<file path="config.mk">
export PLATFORM = sky130hd
export DESIGN_NAME = url_percent_decoder_core
export DESIGN_NICKNAME = d
export VERILOG_FILES = /design/src/rtl/urlpd_pkg.sv /design/src/rtl/urlpd_front.sv /design/src/rtl/urlpd_fifo.sv /design/src/rtl/urlpd_back.sv /design/src/rtl/url_percent_decoder_core.sv
export SDC_FILE = /design/constraint.sdc
export NUM_CORES = 1
export LEC_CHECK = 0
export BUFFER_PORTS_ARGS = -buffer_cell sky130_fd_sc_hd__buf_4
export CAP_MARGIN = 20
export CORE_UTILIZATION = 55
export DETAILED_ROUTE_END_ITERATION = 10
export GPL_TIMING_DRIVEN = 0
export PLACE_DENSITY_LB_ADDON = 0.12
export SETUP_SLACK_MARGIN = 0.4
export SLEW_MARGIN = 0
export SYNTH_ARGS = -nofsm -noshare
export SYNTH_HDL_FRONTEND = slang
export SYNTH_SLANG_ARGS = --single-unit
</file>
<file path="constraint.sdc">
create_clock -name clk -period 2.7 [get_ports clk]
set_input_delay 0.27 -clock clk [delete_from_list [all_inputs] [get_ports clk]]
set_output_delay 0.27 -clock clk [all_outputs]
set_load 0.03 [all_outputs]
</file>
<file path="src/rtl/urlpd_pkg.sv">
// shared constants, queue entry type and character helpers for the url decoder
`timescale 1ns / 1ps
package urlpd_pkg;

  localparam logic [7:0] CH_PLUS  = 8'h2B;
  localparam logic [7:0] CH_PCT   = 8'h25;
  localparam logic [7:0] CH_SPACE = 8'h20;
  localparam logic [7:0] CH_LA    = 8'h61;
  localparam logic [7:0] CH_UA    = 8'h41;
  localparam logic [7:0] CH_ZERO  = 8'h30;
  localparam logic [7:0] DIGIT_TEN = 8'd10;

  // one queue entry: a first result and an optional second one
  // (the second always carries a byte and closes the string)
  typedef struct packed {
    logic [7:0] char0;
    logic       has0;
    logic       last0;
    logic [7:0] char1;
    logic       two;
  } urlpd_entry_t;

  function automatic logic [7:0] digit_value(input logic [7:0] c);
    logic [7:0] v;
    if (c >= CH_LA) begin
      v = c - CH_LA + DIGIT_TEN;
    end else if (c >= CH_UA) begin
      v = c - CH_UA + DIGIT_TEN;
    end else begin
      v = c - CH_ZERO;
    end
    return v;
  endfunction

  function automatic logic [7:0] single_byte(input logic [7:0] c);
    return (c == CH_PLUS) ? CH_SPACE : c;
  endfunction

endpackage

</file>
<file path="src/rtl/urlpd_front.sv">
// front end: takes encoded bytes, tracks percent escapes and the byte budget
`timescale 1ns / 1ps
module urlpd_front
  import urlpd_pkg::*;
(
  input  logic         clk,
  input  logic         rst_n,
  input  logic         cfg_we,
  input  logic [7:0]   cfg_wdata,
  input  logic         in_tvalid,
  output logic         in_tready,
  input  logic [7:0]   in_tdata,   // in_char
  input  logic         in_tlast,   // in_last
  input  logic         q_full,
  output logic         q_push,
  output urlpd_entry_t q_entry
);

  localparam logic [1:0] PH_IDLE = 2'd0;
  localparam logic [1:0] PH_PCT  = 2'd1;
  localparam logic [1:0] PH_HIGH = 2'd2;

  logic [1:0] phase_r, phase_nxt;
  logic [7:0] hi_r, hi_nxt;
  logic [7:0] cnt_r, cnt_nxt;
  logic [7:0] max_r;

  logic       acc;
  logic       want0, want1;
  logic       em0, em1;
  logic       cnt_lt, cnt1_lt;
  logic [7:0] ch0, ch1;
  logic [7:0] hi_val, lo_val;

  assign in_tready = !q_full;
  assign acc       = in_tvalid && in_tready;

  assign cnt_lt  = cnt_r < max_r;
  assign cnt1_lt = ({1'b0, cnt_r} + 9'd1) < {1'b0, max_r};
  assign hi_val  = digit_value(hi_r);
  assign lo_val  = digit_value(in_tdata);

  always_comb begin
    phase_nxt = phase_r;
    hi_nxt    = hi_r;
    want0     = 1'b0;
    want1     = 1'b0;
    ch0       = single_byte(in_tdata);
    ch1       = single_byte(in_tdata);
    unique case (phase_r)
      PH_PCT: begin
        if (in_tlast) begin
          // escape cut off by the end: literal percent, then the byte alone
          want0 = 1'b1;
          want1 = 1'b1;
          ch0   = CH_PCT;
        end else begin
          hi_nxt    = in_tdata;
          phase_nxt = PH_HIGH;
        end
      end
      PH_HIGH: begin
        want0     = 1'b1;
        ch0       = {hi_val[3:0], 4'b0000} | lo_val;
        phase_nxt = PH_IDLE;
      end
      default: begin
        phase_nxt = PH_IDLE;
        if (in_tdata == CH_PCT && !in_tlast) begin
          phase_nxt = PH_PCT;
        end else begin
          want0 = 1'b1;
        end
      end
    endcase
    if (in_tlast) begin
      phase_nxt = PH_IDLE;
      hi_nxt    = 8'd0;
    end
  end

  assign em0 = want0 && cnt_lt;
  assign em1 = want1 && cnt1_lt;

  always_comb begin
    q_entry.char1 = ch1;
    q_entry.two   = em0 && em1;
    if (em0) begin
      q_entry.char0 = ch0;
      q_entry.has0  = 1'b1;
      q_entry.last0 = in_tlast && !em1;
    end else begin
      // end-only marker after truncation
      q_entry.char0 = 8'd0;
      q_entry.has0  = 1'b0;
      q_entry.last0 = 1'b1;
    end
  end

  assign q_push  = acc && (em0 || in_tlast);
  assign cnt_nxt = in_tlast ? 8'd0 : (cnt_r + {7'd0, em0});

  always_ff @(posedge clk) begin
    if (!rst_n) begin
      phase_r <= PH_IDLE;
      hi_r    <= 8'd0;
      cnt_r   <= 8'd0;
      max_r   <= 8'd255;
    end else begin
      if (cfg_we) begin
        max_r <= cfg_wdata;
      end
      if (acc) begin
        phase_r <= phase_nxt;
        hi_r    <= hi_nxt;
        cnt_r   <= cnt_nxt;
      end
    end
  end

  a_end_clears: assert property (@(posedge clk) disable iff (!rst_n)
    acc && in_tlast |=> cnt_r == 8'd0 && phase_r == PH_IDLE)
    else $error("string state not cleared after last transfer");

  a_last_pushes: assert property (@(posedge clk) disable iff (!rst_n)
    acc && in_tlast |-> q_push && (q_entry.last0 || q_entry.two))
    else $error("last input produced no closing result");

endmodule

</file>
<file path="src/rtl/urlpd_fifo.sv">
// short queue of result entries between front and back end
`timescale 1ns / 1ps
module urlpd_fifo
  import urlpd_pkg::*;
#(
  parameter int DEPTH = 4
) (
  input  logic         clk,
  input  logic         rst_n,
  input  logic         push,
  input  urlpd_entry_t wr_entry,
  input  logic         pop,
  output urlpd_entry_t head,
  output logic         empty,
  output logic         full
);

  localparam int PW = (DEPTH > 1) ? $clog2(DEPTH) : 1;
  localparam int CW = $clog2(DEPTH + 1);

  urlpd_entry_t mem_r [DEPTH];
  logic [PW-1:0] wr_ptr_r, rd_ptr_r;
  logic [CW-1:0] count_r;
  logic do_push, do_pop;

  assign empty   = count_r == '0;
  assign full    = count_r == CW'(DEPTH);
  assign do_push = push && !full;
  assign do_pop  = pop && !empty;
  assign head    = mem_r[rd_ptr_r];

  always_ff @(posedge clk) begin
    if (do_push) begin
      mem_r[wr_ptr_r] <= wr_entry;
    end
  end

  always_ff @(posedge clk) begin
    if (!rst_n) begin
      wr_ptr_r <= '0;
      rd_ptr_r <= '0;
      count_r  <= '0;
    end else begin
      if (do_push) begin
        wr_ptr_r <= (wr_ptr_r == PW'(DEPTH - 1)) ? '0 : wr_ptr_r + PW'(1);
      end
      if (do_pop) begin
        rd_ptr_r <= (rd_ptr_r == PW'(DEPTH - 1)) ? '0 : rd_ptr_r + PW'(1);
      end
      if (do_push && !do_pop) begin
        count_r <= count_r + CW'(1);
      end else if (do_pop && !do_push) begin
        count_r <= count_r - CW'(1);
      end
    end
  end

  a_no_overflow: assert property (@(posedge clk) disable iff (!rst_n)
    count_r <= CW'(DEPTH))
    else $error("queue fill level beyond depth");

endmodule

</file>
<file path="src/rtl/urlpd_back.sv">
// back end: expands queue entries into result transfers through an output register
`timescale 1ns / 1ps
module urlpd_back
  import urlpd_pkg::*;
(
  input  logic         clk,
  input  logic         rst_n,
  input  urlpd_entry_t head,
  input  logic         empty,
  output logic         pop,
  output logic         out_tvalid,
  input  logic         out_tready,
  output logic [7:0]   out_tdata,  // out_char
  output logic         out_tuser,  // has_char
  output logic         out_tlast   // out_last
);

  logic       valid_r;
  logic       sub_r, sub_nxt;
  logic [7:0] char_r, char_nxt;
  logic       has_r, has_nxt;
  logic       last_r, last_nxt;
  logic       load;

  assign load = !valid_r || out_tready;

  always_comb begin
    sub_nxt  = sub_r;
    pop      = 1'b0;
    char_nxt = head.char0;
    has_nxt  = head.has0;
    last_nxt = head.last0;
    if (load && !empty) begin
      if (sub_r) begin
        // second half of a cut-off escape
        char_nxt = head.char1;
        has_nxt  = 1'b1;
        last_nxt = 1'b1;
        sub_nxt  = 1'b0;
        pop      = 1'b1;
      end else if (head.two) begin
        sub_nxt = 1'b1;
      end else begin
        pop = 1'b1;
      end
    end
  end

  always_ff @(posedge clk) begin
    if (load) begin
      char_r <= char_nxt;
      has_r  <= has_nxt;
      last_r <= last_nxt;
    end
  end

  always_ff @(posedge clk) begin
    if (!rst_n) begin
      valid_r <= 1'b0;
      sub_r   <= 1'b0;
    end else begin
      sub_r <= sub_nxt;
      if (load) begin
        valid_r <= !empty;
      end
    end
  end

  assign out_tvalid = valid_r;
  assign out_tdata  = char_r;
  assign out_tuser  = has_r;
  assign out_tlast  = last_r;

  a_sub_has_pair: assert property (@(posedge clk) disable iff (!rst_n)
    sub_r |-> !empty && head.two)
    else $error("second result pending without a paired entry");

  a_marker_form: assert property (@(posedge clk) disable iff (!rst_n)
    valid_r && !has_r |-> last_r && char_r == 8'd0)
    else $error("marker result not closing or not zero");

  a_pair_first_open: assert property (@(posedge clk) disable iff (!rst_n)
    load && !empty && head.two && !sub_r |=> valid_r && has_r && !last_r)
    else $error("first of a pair must carry a byte and stay open");

endmodule

</file>
<file path="src/rtl/url_percent_decoder_core.sv">
// top level of the streaming url percent decoder
// an input transfer is written into the queue, then loaded into the output register (queue empty, sink ready)
// throughput: one input byte per cycle while the queue is not full; a cut-off escape at the end of a string
//   gives two results from one queue entry, and the output side sends both before it pops that entry
// the output register and the queue (FIFO_DEPTH entries) let both sides stall independently
// reset (rst_n low, synchronous) empties queue and output, max_chars returns to 255
`timescale 1ns / 1ps
module url_percent_decoder_core
  import urlpd_pkg::*;
#(
  parameter int FIFO_DEPTH = 4
) (
  input  logic       clk,
  input  logic       rst_n,
  input  logic       cfg_we,
  input  logic [7:0] cfg_wdata,   // max_chars
  input  logic       in_tvalid,
  output logic       in_tready,
  input  logic [7:0] in_tdata,    // in_char
  input  logic       in_tlast,    // in_last
  output logic       out_tvalid,
  input  logic       out_tready,
  output logic [7:0] out_tdata,   // out_char
  output logic       out_tuser,   // has_char
  output logic       out_tlast    // out_last
);

  urlpd_entry_t wr_entry, head;
  logic push, pop, empty, full;

  urlpd_front u_front (
    .clk       (clk),
    .rst_n     (rst_n),
    .cfg_we    (cfg_we),
    .cfg_wdata (cfg_wdata),
    .in_tvalid (in_tvalid),
    .in_tready (in_tready),
    .in_tdata  (in_tdata),
    .in_tlast  (in_tlast),
    .q_full    (full),
    .q_push    (push),
    .q_entry   (wr_entry)
  );

  urlpd_fifo #(
    .DEPTH (FIFO_DEPTH)
  ) u_fifo (
    .clk      (clk),
    .rst_n    (rst_n),
    .push     (push),
    .wr_entry (wr_entry),
    .pop      (pop),
    .head     (head),
    .empty    (empty),
    .full     (full)
  );

  urlpd_back u_back (
    .clk        (clk),
    .rst_n      (rst_n),
    .head       (head),
    .empty      (empty),
    .pop        (pop),
    .out_tvalid (out_tvalid),
    .out_tready (out_tready),
    .out_tdata  (out_tdata),
    .out_tuser  (out_tuser),
    .out_tlast  (out_tlast)
  );

endmodule
</file>
==> impl_metrics.yaml, run 1 <==
final_layout:
  area_growth_syn_to_layout_pct: 30.9
  antennaDiodeCount: 0
  fill_cells: 632
  layout-drive-gt1-share_pct: 32.8
  fin_area_um2: 7850
  nets: 619
synthesis:
  ys_seq_elements: 123
  syn-cell-area_um2: 6000
  synthCells: 466
  synthTopCellsByCount: "edfxtp_1 (86), dfxtp_1 (37), ha_1 (36)"
  yosysWarnings: 0
  yosysTopAreaCell: "edfxtp_1"
  synth_nets: 525
  netlist.area_leader.share_pct: 43.1
  ys_async_sr_fraction_pct: 0
  synth-main-ff-cell: "edfxtp_1"
  synth-edff-count: 86
  synth.area.top_cells: "edfxtp_1 (43%), dfxtp_1 (12%), ha_1 (7.5%)"
  avgSynthCellArea_um2: 12.9
  yosysSeqAreaShare_pct: 55.4
  yosysMostFrequentCell: "edfxtp_1"
  ys_types: 60
clocking:
  h-tree-depth: 4
  clk_pin_slew_ns: 0.06
  cts-root-buf: "clkbuf_8"
  cts_buffers: 17
  cts_tree: "built"
  clock_latency_ns: 0.53
  cts_num_sinks: 123
  cts_buffer_depth: 2
worst_setup_path:
  cp-end-kind: "flip-flop"
  crit_arrival_ns: 3.25
  critPathMaxStageDelay_ns: 0.36
  worst-path-max-fanout: 4
  crit_path_start_kind: "flip-flop"
  cp_slowest_cell: "fa_2"
  crit_type: "reg2reg"
  path_cells: "inv_2 -> ha_4 -> buf_6 -> nor4bb_4 -> nand3_1 -> and2_1 -> o211ai_1 -> a21oi_2 -> buf_6 -> ha_4 -> inv_2 -> fa_2 -> xor2_1 -> or3_1 -> a21boi_1"
  cp_top_family: "simple AND/OR/NAND/NOR gates"
  critical_path_buf_inv_count: 4
  cp_data_required_time_ns: 3.15
drt:
  dr_total_vias: 4054
  wl_um: 13600
  drc: 0
  ant_nets: 0
  drt_pass1_iterations: 4
  drt_iter0_drc: 224
  routedWlPerCell_um: 19.2
  vias_per_cell: 5.72
global_route:
  grt_overflow: 0
  antenna_found_initial: 0
  track_usage_pct: 24.4
  grt_use_met3_pct: 4.23
  grt_util_met2_pct: 40.5
  grt_pass1_vias: 4009
  busiest_layer: "met2"
  grt_pass1_wl_um: 20600
  gr-usage-met1_pct: 32.1
  grt_start_max_net_pins: 17
worst_hold_path:
  hold_path_class: "in2reg"
power:
  power.internal_w: 0.00470
  power.switching_w: 0.00185
  ir_worst_vdd_uv: 601
  p_per_area_nw_per_um2: 834
  clkPwrFrac_pct: 38.0
  power_leakage_nw: 3.05
  swShare_pct: 28.2
  pwr-share-comb_pct: 25.0
  seq_power_share_pct: 36.9
timing:
  fin_skew_ns: 0.0118
  setup_ws_ns: -0.0964
  setup_viol: 1
  worst_slew_pin_slew_ns: 0.744
  finalCritPeriodShare_pct: 104
  maxSlewViolCount: 0
  max_freq_mhz: 358
  finalHoldViolCount: 0
  rsz0062_at_grt: "yes"
  slew_headroom_pct: 50.1
  period_needed_ns: 2.80
placement:
  pre_cts_ws_ns: -0.320
  io_buffers: 29
  dpl-instance-area_um2: 6450
  dpl.hpwl_um: 7970
  gp_congestion: 0.887
floorplan:
  die_w_um: 106
  floorplan.initialDensity_pct: 57.3
  rows: 37
  fp.dieH_um: 106
  die_area_um2: 11300
  core_um2: 10500
  io_pins: 34
status:
  violations: "setup timing"
  status: "finished, violations left"
run:
  cap_violations: 0
power groups by stage:
| stage | Combinational [W] | Clock [W] | Sequential (W) |
|---|---|---|---|
| floorplan | 0.000770 | 0 | 0.00257 |
| global placement | 0.00124 | 0 | 0.00242 |
| detailed placement | 0.00128 | 0 | 0.00244 |
| CTS | 0.00141 | 0.00251 | 0.00240 |
| global route | 0.00175 | 0.00260 | 0.00244 |
| finish | 0.00164 | 0.00249 | 0.00242 |
cell type report:
class | count | area (um^2) | area share [%]
repair buffers | 75 | 712 | 9.07
inverters | 28 | 121 | 1.55
well taps | 136 | 170 | 2.17
flip-flops and latches | 123 | 3340 | 42.5
multi-input cells | 295 | 2710 | 34.5
plain buffers | 20 | 153 | 1.94
clock buffers | 17 | 414 | 5.28
clock inverters | 15 | 234 | 2.98
per-layer routing:
layer	vias to the layer above	part of all wire, %
met5	-	0
met4	0	1.5
met3	15	4.2
met2	104	51
met1	2017	43
li1	1918	-
registers in the layout, summed over array words and instances, names as in the netlist, named ones only:
register,flops
u_back.out_tdata,8
u_back.out_tlast,1
u_back.out_tuser,1
u_back.out_tvalid,1
u_back.sub_r,1
u_fifo.count_r,3
u_fifo.mem_r,76
u_fifo.rd_ptr_r,2
u_fifo.wr_ptr_r,2
u_front.cnt_r,8
u_front.hi_r,8
u_front.max_r,8
u_front.phase_r,2
tightest hold or removal path, cell delays in order:
cell and delay [ns]:
buf_6 0.11, a22oi_1 0.07, nor2b_1 0.10
cells in the final DEF, fill, tap and decap left out, types with 7 or more instances in the layout:
master | netlist | routed
edfxtp_1 | 86 | 86
buf_4 | 2 | 51
nand2_1 | 35 | 33
ha_1 | 36 | 29
dfxtp_1 | 37 | 28
inv_1 | 27 | 23
nor2_1 | 23 | 22
clkbuf_16 | 0 | 18
o21ai_0 | 16 | 15
buf_6 | 3 | 15
a21oi_1 | 17 | 13
nor2b_1 | 13 | 13
mux4_2 | 10 | 10
clkbuf_1 | 13 | 10
mux4_1 | 9 | 9
mux2_2 | 9 | 9
dlygate4sd3_1 | 1 | 9
a22oi_1 | 9 | 9
o211ai_1 | 8 | 8
xor2_1 | 8 | 8
xnor2_1 | 9 | 8
nand2b_1 | 7 | 7
nand3_1 | 9 | 7
dfxtp_2 | 0 | 7
repair_timing:
| item | CTS | global route |
|---|---|---|
| pin swaps | 20 | 20 |
| hold buffers | 8 | 0 |
| buffers inserted | 25 | 12 |
| resized for setup | 35 | 38 |
| endpoints found under the hold margin | 8 | 0 |
| setup endpoints to repair | 119 | 131 |
| cloned | 0 | 1 |
cells by family (layout without fill, tap and decap cells):
logic type               after synthesis  after routing  share of synthesized area, %
multiplexers                          34             34                          10.4
flip-flops                           123            123                          55.4
AO/OA/AOI/OAI                         82             82                          9.28
buffers and inverters                 48            155                          3.65
AND/OR/NAND/NOR                      124            124                          10.7
XOR/XNOR                              18             18                          2.75
adder cells (fa/ha/maj)               37             37                          7.84
worst paths after layout:
check | startpoint | end | slack (ns) | depth (start not counted)
setup / recovery | u_front.phase_r[0] | u_fifo.count_r[2] | -0.1 | 15
hold / removal | in_tdata[2] | u_front.hi_r[2] | 0.05 | 3
setup reg to reg | u_front.phase_r[0] | u_fifo.count_r[2] | -0.1 | 15
hold reg to reg | u_front.phase_r[1] | u_front.phase_r[1] | 0.49 | 2
through the flow:
step | setup TNS (ns) | hold slack [ns] | utilization [%] | power, W | instances
5_1_grt | -0.169 | 0.0579 | 75.0 | 0.00679 | 709
3_3_place_gp | -0.517 | 0.472 | 61.6 | 0.00367 | 631
2_1_floorplan | -0.0121 | 0.396 | - | 0.00334 | 466
6_report | -0.0964 | 0.0539 | 75.0 | 0.00654 | 709
4_1_cts | -0.119 | 0.0505 | 72.3 | 0.00633 | 696
3_5_place_dp | -0.623 | 0.492 | 61.6 | 0.00372 | 631
Note: power is estimated with default switching activity, not from simulation.
==> inputs of run 2 (changes only) <==
--- a/config.mk
+++ b/config.mk
@@ -10,7 +10,7 @@
 export CORE_UTILIZATION = 55
 export DETAILED_ROUTE_END_ITERATION = 10
 export GPL_TIMING_DRIVEN = 0
-export PLACE_DENSITY_LB_ADDON = 0.12
+export PLACE_DENSITY = 0.82
 export SETUP_SLACK_MARGIN = 0.4
 export SLEW_MARGIN = 0
 export SYNTH_ARGS = -nofsm -noshare
==> impl_metrics.yaml, run 2 (synthesis gave the netlist of run 1 again) <==
floorplan:
  fp.dieH_um: 106
  io_pins: 34
  die_area_um2: 11300
  rows: 37
  core_um2: 10500
  die_w_um: 106
  floorplan.initialDensity_pct: 57.3
drt:
  drc: 0
  vias_per_cell: 6.48
  drt_pass1_iterations: 5
  wl_um: 16900
  drt_iter0_drc: 517
  dr_total_vias: 4613
  routedWlPerCell_um: 23.8
  ant_nets: 0
clocking:
  cts_num_sinks: 123
  cts_tree: "built"
  cts_buffers: 17
  cts_buffer_depth: 2
  cts-root-buf: "clkbuf_8"
  clk_pin_slew_ns: 0.06
  clock_latency_ns: 0.53
  h-tree-depth: 4
timing:
  maxSlewViolCount: 0
  finalCritPeriodShare_pct: 108
  worst_slew_pin_slew_ns: 0.851
  setup_ws_ns: -0.218
  fin_skew_ns: 0.00613
  period_needed_ns: 2.92
  finalHoldViolCount: 0
  slew_headroom_pct: 42.9
  hold_ws_ns: 0.0551
  setup_viol: 24
  rsz0062_at_grt: "yes"
  setup_tns_ns: -1.62
  max_freq_mhz: 343
status:
  status: "finished, violations left"
  violations: "setup timing"
final_layout:
  final_cell_mix: "edfxtp_1 (86), buf_4 (46), nand2_1 (33)"
  antennaDiodeCount: 0
  nets: 622
  regMostFlops: "u_fifo.mem_r"
  area_growth_syn_to_layout_pct: 31.0
  fin_cells: 712
  layout-drive-gt1-share_pct: 34.2
  finish.utilization_pct: 75.1
  final_common_cell: "edfxtp_1"
  largest_register_ffs: 76
worst_setup_path:
  critical_path_buf_inv_count: 6
  cp-end-kind: "flip-flop"
  cp_top_family: "simple AND/OR/NAND/NOR gates"
  crit_arrival_ns: 3.29
  crit_path_frequent_cell: "ha_4"
  crit_path_start_kind: "flip-flop"
  critPathMaxStageDelay_ns: 0.34
  worst-path-max-fanout: 4
  crit_type: "reg2reg"
  cp_slowest_cell: "dfxtp_2"
  path_cells: "inv_2 -> ha_4 -> buf_6 -> nor4bb_1 -> nand3_1 -> and2_1 -> o211ai_1 -> buf_4 -> buf_6 -> clkbuf_16 -> clkinv_8 -> ha_4 -> ha_4 -> nand3_4 -> xor2_2 -> nor2_1"
  cp_data_required_time_ns: 3.07
placement:
  gp_congestion: 0.862
  dpl.hpwl_um: 8200
  io_buffers: 29
  dp.cells: 631
power:
  p_per_area_nw_per_um2: 800
  total_power_w: 0.00628
  power_leakage_nw: 3.03
  ir_worst_vdd_uv: 459
global_route:
  antenna_found_initial: 0
  grt_overflow: 0
  grt_start_max_net_pins: 20
  grt_pass1_vias: 4331
  track_usage_pct: 25.3
  grt_pass1_wl_um: 21500
run:
  cap_violations: 0
worst_hold_path:
  hold_path_class: "in2reg"
run 2: cell types whose count changed in the layout (fill, tap and decap cells not counted), moves of 3 or more:
cell,change
and2_4,+9
buf_4,-5
bufinv_16,-3
o21ai_0,-3
o21ai_1,+3
run 2: layout make-up:
class	count	area, um^2
clock buffers	17	414
inverters	28	119
clock inverters	15	165
flip-flops and latches	123	3340
multi-input cells	304	2840
well taps	136	170
fillers	578	2610
repair buffers	69	659
plain buffers	20	151
run 2: metrics by stage:
| stage | cell area, um^2 | setup WS [ns] |
|---|---|---|
| after floorplan | 6060 | -0.0121 |
| after global placement | 6450 | -0.270 |
| after detailed placement | 6450 | -0.374 |
| after CTS | 7380 | 0.0392 |
| after global routing | 7860 | -0.215 |
| final | 7860 | -0.218 |
run 2: path summary, 6_finish.rpt:
kind / start / end / slack, ns / depth (start not counted)
setup / recovery: u_front.phase_r[0] / u_front.cnt_r[6] / -0.22 / 16
hold / removal: in_tdata[0] / u_front.hi_r[0] / 0.06 / 3
setup reg to reg: u_front.phase_r[0] / u_front.cnt_r[6] / -0.22 / 16
hold reg to reg: u_front.max_r[2] / u_front.max_r[2] / 0.53 / 2
run 2: routing by layer:
metal | routed length, um | share of wire (%) | track usage (%) | vias up
li1 | - | - | - | 1937
met1 | 6080 | 36 | 28.0 | 2238
met3 | 1430 | 8.4 | 6.07 | 80
met4 | 838 | 5.0 | 13.0 | 0
met2 | 8570 | 51 | 45.3 | 358
met5 | 0 | 0 | 0 | -
run 2: where the power goes:
group | leakage, nW | switching (W) | total [W] | internal, W
clock | 0.284 | 0.000913 | 0.00225 | 0.00133
combinational | 1.64 | 0.000887 | 0.00162 | 0.000732
sequential | 1.10 | 0.000120 | 0.00242 | 0.00230
total | 3.03 | 0.00192 | 0.00628 | 0.00436
run 2: worst register-to-register path: stages, from the launching register on:
cell,delay [ns]
dfxtp_2,0.34
inv_2,0.05
ha_4,0.26
buf_6,0.10
nor4bb_1,0.27
nand3_1,0.17
and2_1,0.22
o211ai_1,0.18
buf_4,0.19
buf_6,0.10
clkbuf_16,0.14
clkinv_8,0.06
ha_4,0.17
ha_4,0.18
nand3_4,0.07
xor2_2,0.19
nor2_1,0.09
run 2: timing repair:
item	in CTS	in global routing
buffers inserted	14	16
pin swaps	18	19
setup endpoints to repair	115	131
cloned	0	11
hold buffers	8	0
endpoints found under the hold margin	8	0
gates resized for setup	42	57
==> inputs of run 3 (changes only) <==
--- a/config.mk
+++ b/config.mk
@@ -8,6 +8,7 @@
 export BUFFER_PORTS_ARGS = -buffer_cell sky130_fd_sc_hd__buf_4
 export CAP_MARGIN = 20
 export CORE_UTILIZATION = 55
+export CTS_BUF_LIST = sky130_fd_sc_hd__clkbuf_16
 export DETAILED_ROUTE_END_ITERATION = 10
 export GPL_TIMING_DRIVEN = 0
 export PLACE_DENSITY = 0.82
==> impl_metrics.yaml, run 3 (synthesis gave the netlist of run 1 again) <==
drt:
  drc: 0
  drt_pass1_iterations: 6
  drt_iter0_drc: 437
  ant_nets: 0
  vias_per_cell: 6.19
  dr_total_vias: 4351
  routedWlPerCell_um: 21.9
  wl_um: 15400
timing:
  fin_skew_ns: 0.0146
  setup_viol: 1
  maxSlewViolCount: 0
  setup_ws_ns: -0.00216
  max_freq_mhz: 370
  period_needed_ns: 2.70
  finalCritPeriodShare_pct: 100
  finalHoldViolCount: 0
  worst_slew_pin_slew_ns: 0.848
  slew_headroom_pct: 43.1
  rsz0062_at_grt: "yes"
floorplan:
  die_area_um2: 11300
  core_um2: 10500
  rows: 37
  io_pins: 34
  floorplan.initialDensity_pct: 57.3
  die_w_um: 106
  fp.dieH_um: 106
power:
  power_leakage_nw: 2.98
  ir_worst_vdd_uv: 555
  total_power_w: 0.00632
  p_per_area_nw_per_um2: 820
final_layout:
  largest_register_ffs: 76
  regMostFlops: "u_fifo.mem_r"
  final_common_cell: "edfxtp_1"
  antennaDiodeCount: 0
  area_growth_syn_to_layout_pct: 28.5
  layout-drive-gt1-share_pct: 34.9
  fin_cells: 703
  final_cell_mix: "edfxtp_1 (86), buf_4 (49), nand2_1 (33)"
  nets: 613
clocking:
  cts_buffers: 17
  clock_latency_ns: 0.43
  cts_num_sinks: 123
  cts_tree: "built"
  cts_buffer_depth: 2
  clk_pin_slew_ns: 0.06
  cts-root-buf: "clkbuf_16"
  h-tree-depth: 4
status:
  violations: "setup timing"
  status: "finished, violations left"
global_route:
  antenna_found_initial: 0
  track_usage_pct: 24.4
  grt_overflow: 0
  grt_pass1_wl_um: 20700
  grt_pass1_vias: 4182
  grt_start_max_net_pins: 20
run:
  cap_violations: 0
worst_setup_path:
  crit_type: "reg2reg"
  cp_data_required_time_ns: 3.05
  crit_arrival_ns: 3.05
  cp-end-kind: "flip-flop"
  worst-path-max-fanout: 4
  crit_path_start_kind: "flip-flop"
placement:
  dpl.hpwl_um: 8200
  pre_cts_ws_ns: -0.374
  dp.cells: 631
  io_buffers: 29
  gp_congestion: 0.862
worst_hold_path:
  hold_path_class: "in2reg"
run 3: changes by cell type in the layout (fill, tap and decap cells not counted), moves of 3 or more:
| cell | delta |
|---|---|
| dlygate4sd3_1 | -8 |
| buf_6 | -4 |
| a21oi_2 | +3 |
| buf_4 | +3 |
run 3: worst paths after layout:
| path | cells after the start | from | to | slack (ns) |
|---|---|---|---|---|
| setup reg to reg | 13 | u_front.phase_r[1] | u_fifo.count_r[2] | -0.002 |
| hold reg to reg | 2 | u_fifo.wr_ptr_r[1] | u_fifo.wr_ptr_r[1] | 0.51 |
| setup / recovery | 13 | u_front.phase_r[1] | u_fifo.count_r[2] | -0.002 |
| hold / removal | 3 | cfg_wdata[2] | u_front.max_r[2] | 0.06 |
run 3: repair_timing:
item | in CTS | in global routing
gates resized for setup | 37 | 49
setup buffers | 12 | 16
pin swaps | 16 | 25
setup endpoints to repair | 115 | 127
gates cloned | 0 | 12
hold buffers | 0 | 0
run 3: power by group:
group / total, W / leakage [nW] / switching, W / internal [W]
clock: 0.00230 / 0.289 / 0.000922 / 0.00138
sequential: 0.00241 / 1.10 / 0.000115 / 0.00230
combinational: 0.00160 / 1.59 / 0.000859 / 0.000745
run 3: layout make-up:
cell class	count	area (um^2)
repair buffers	60	557
fillers	619	2760
clock buffers	17	425
inverters	28	119
multi-input cells	304	2770
well taps	136	170
clock inverters	15	165
flip-flops and latches	123	3350
plain buffers	20	151
run 3: metrics by stage:
step           area [um^2]  hold WS [ns]  utilization [%]  setup TNS [ns]
2_1_floorplan         6060         0.396                -         -0.0121
3_3_place_gp          6450         0.462             61.6          -0.495
3_5_place_dp          6450         0.475             61.6          -0.791
4_1_cts               7260        0.0655             69.4               0
5_1_grt               7700        0.0682             73.6          -0.129
6_report              7700        0.0627             73.6        -0.00216
run 3: metal layers:
metal  part of all wire [%]  global-route usage [%]  routed length, um
met5                      0                       0                  0
met4                    3.5                    10.4                545
met1                     36                    27.7               5560
met3                    7.7                    5.95               1190
met2                     52                    43.6               8060
run 3: worst max-delay path, cell delays in order (launching register included):
cell and delay (ns):
dfxtp_4 0.36, ha_4 0.24, buf_6 0.11, nor4bb_1 0.12, nand3_1 0.08, and2_4 0.14
o211ai_1 0.12, a21oi_2 0.22, ha_2 0.23, inv_2 0.04, fa_2 0.33, xor2_1 0.16
or3_1 0.33, a21boi_1 0.13
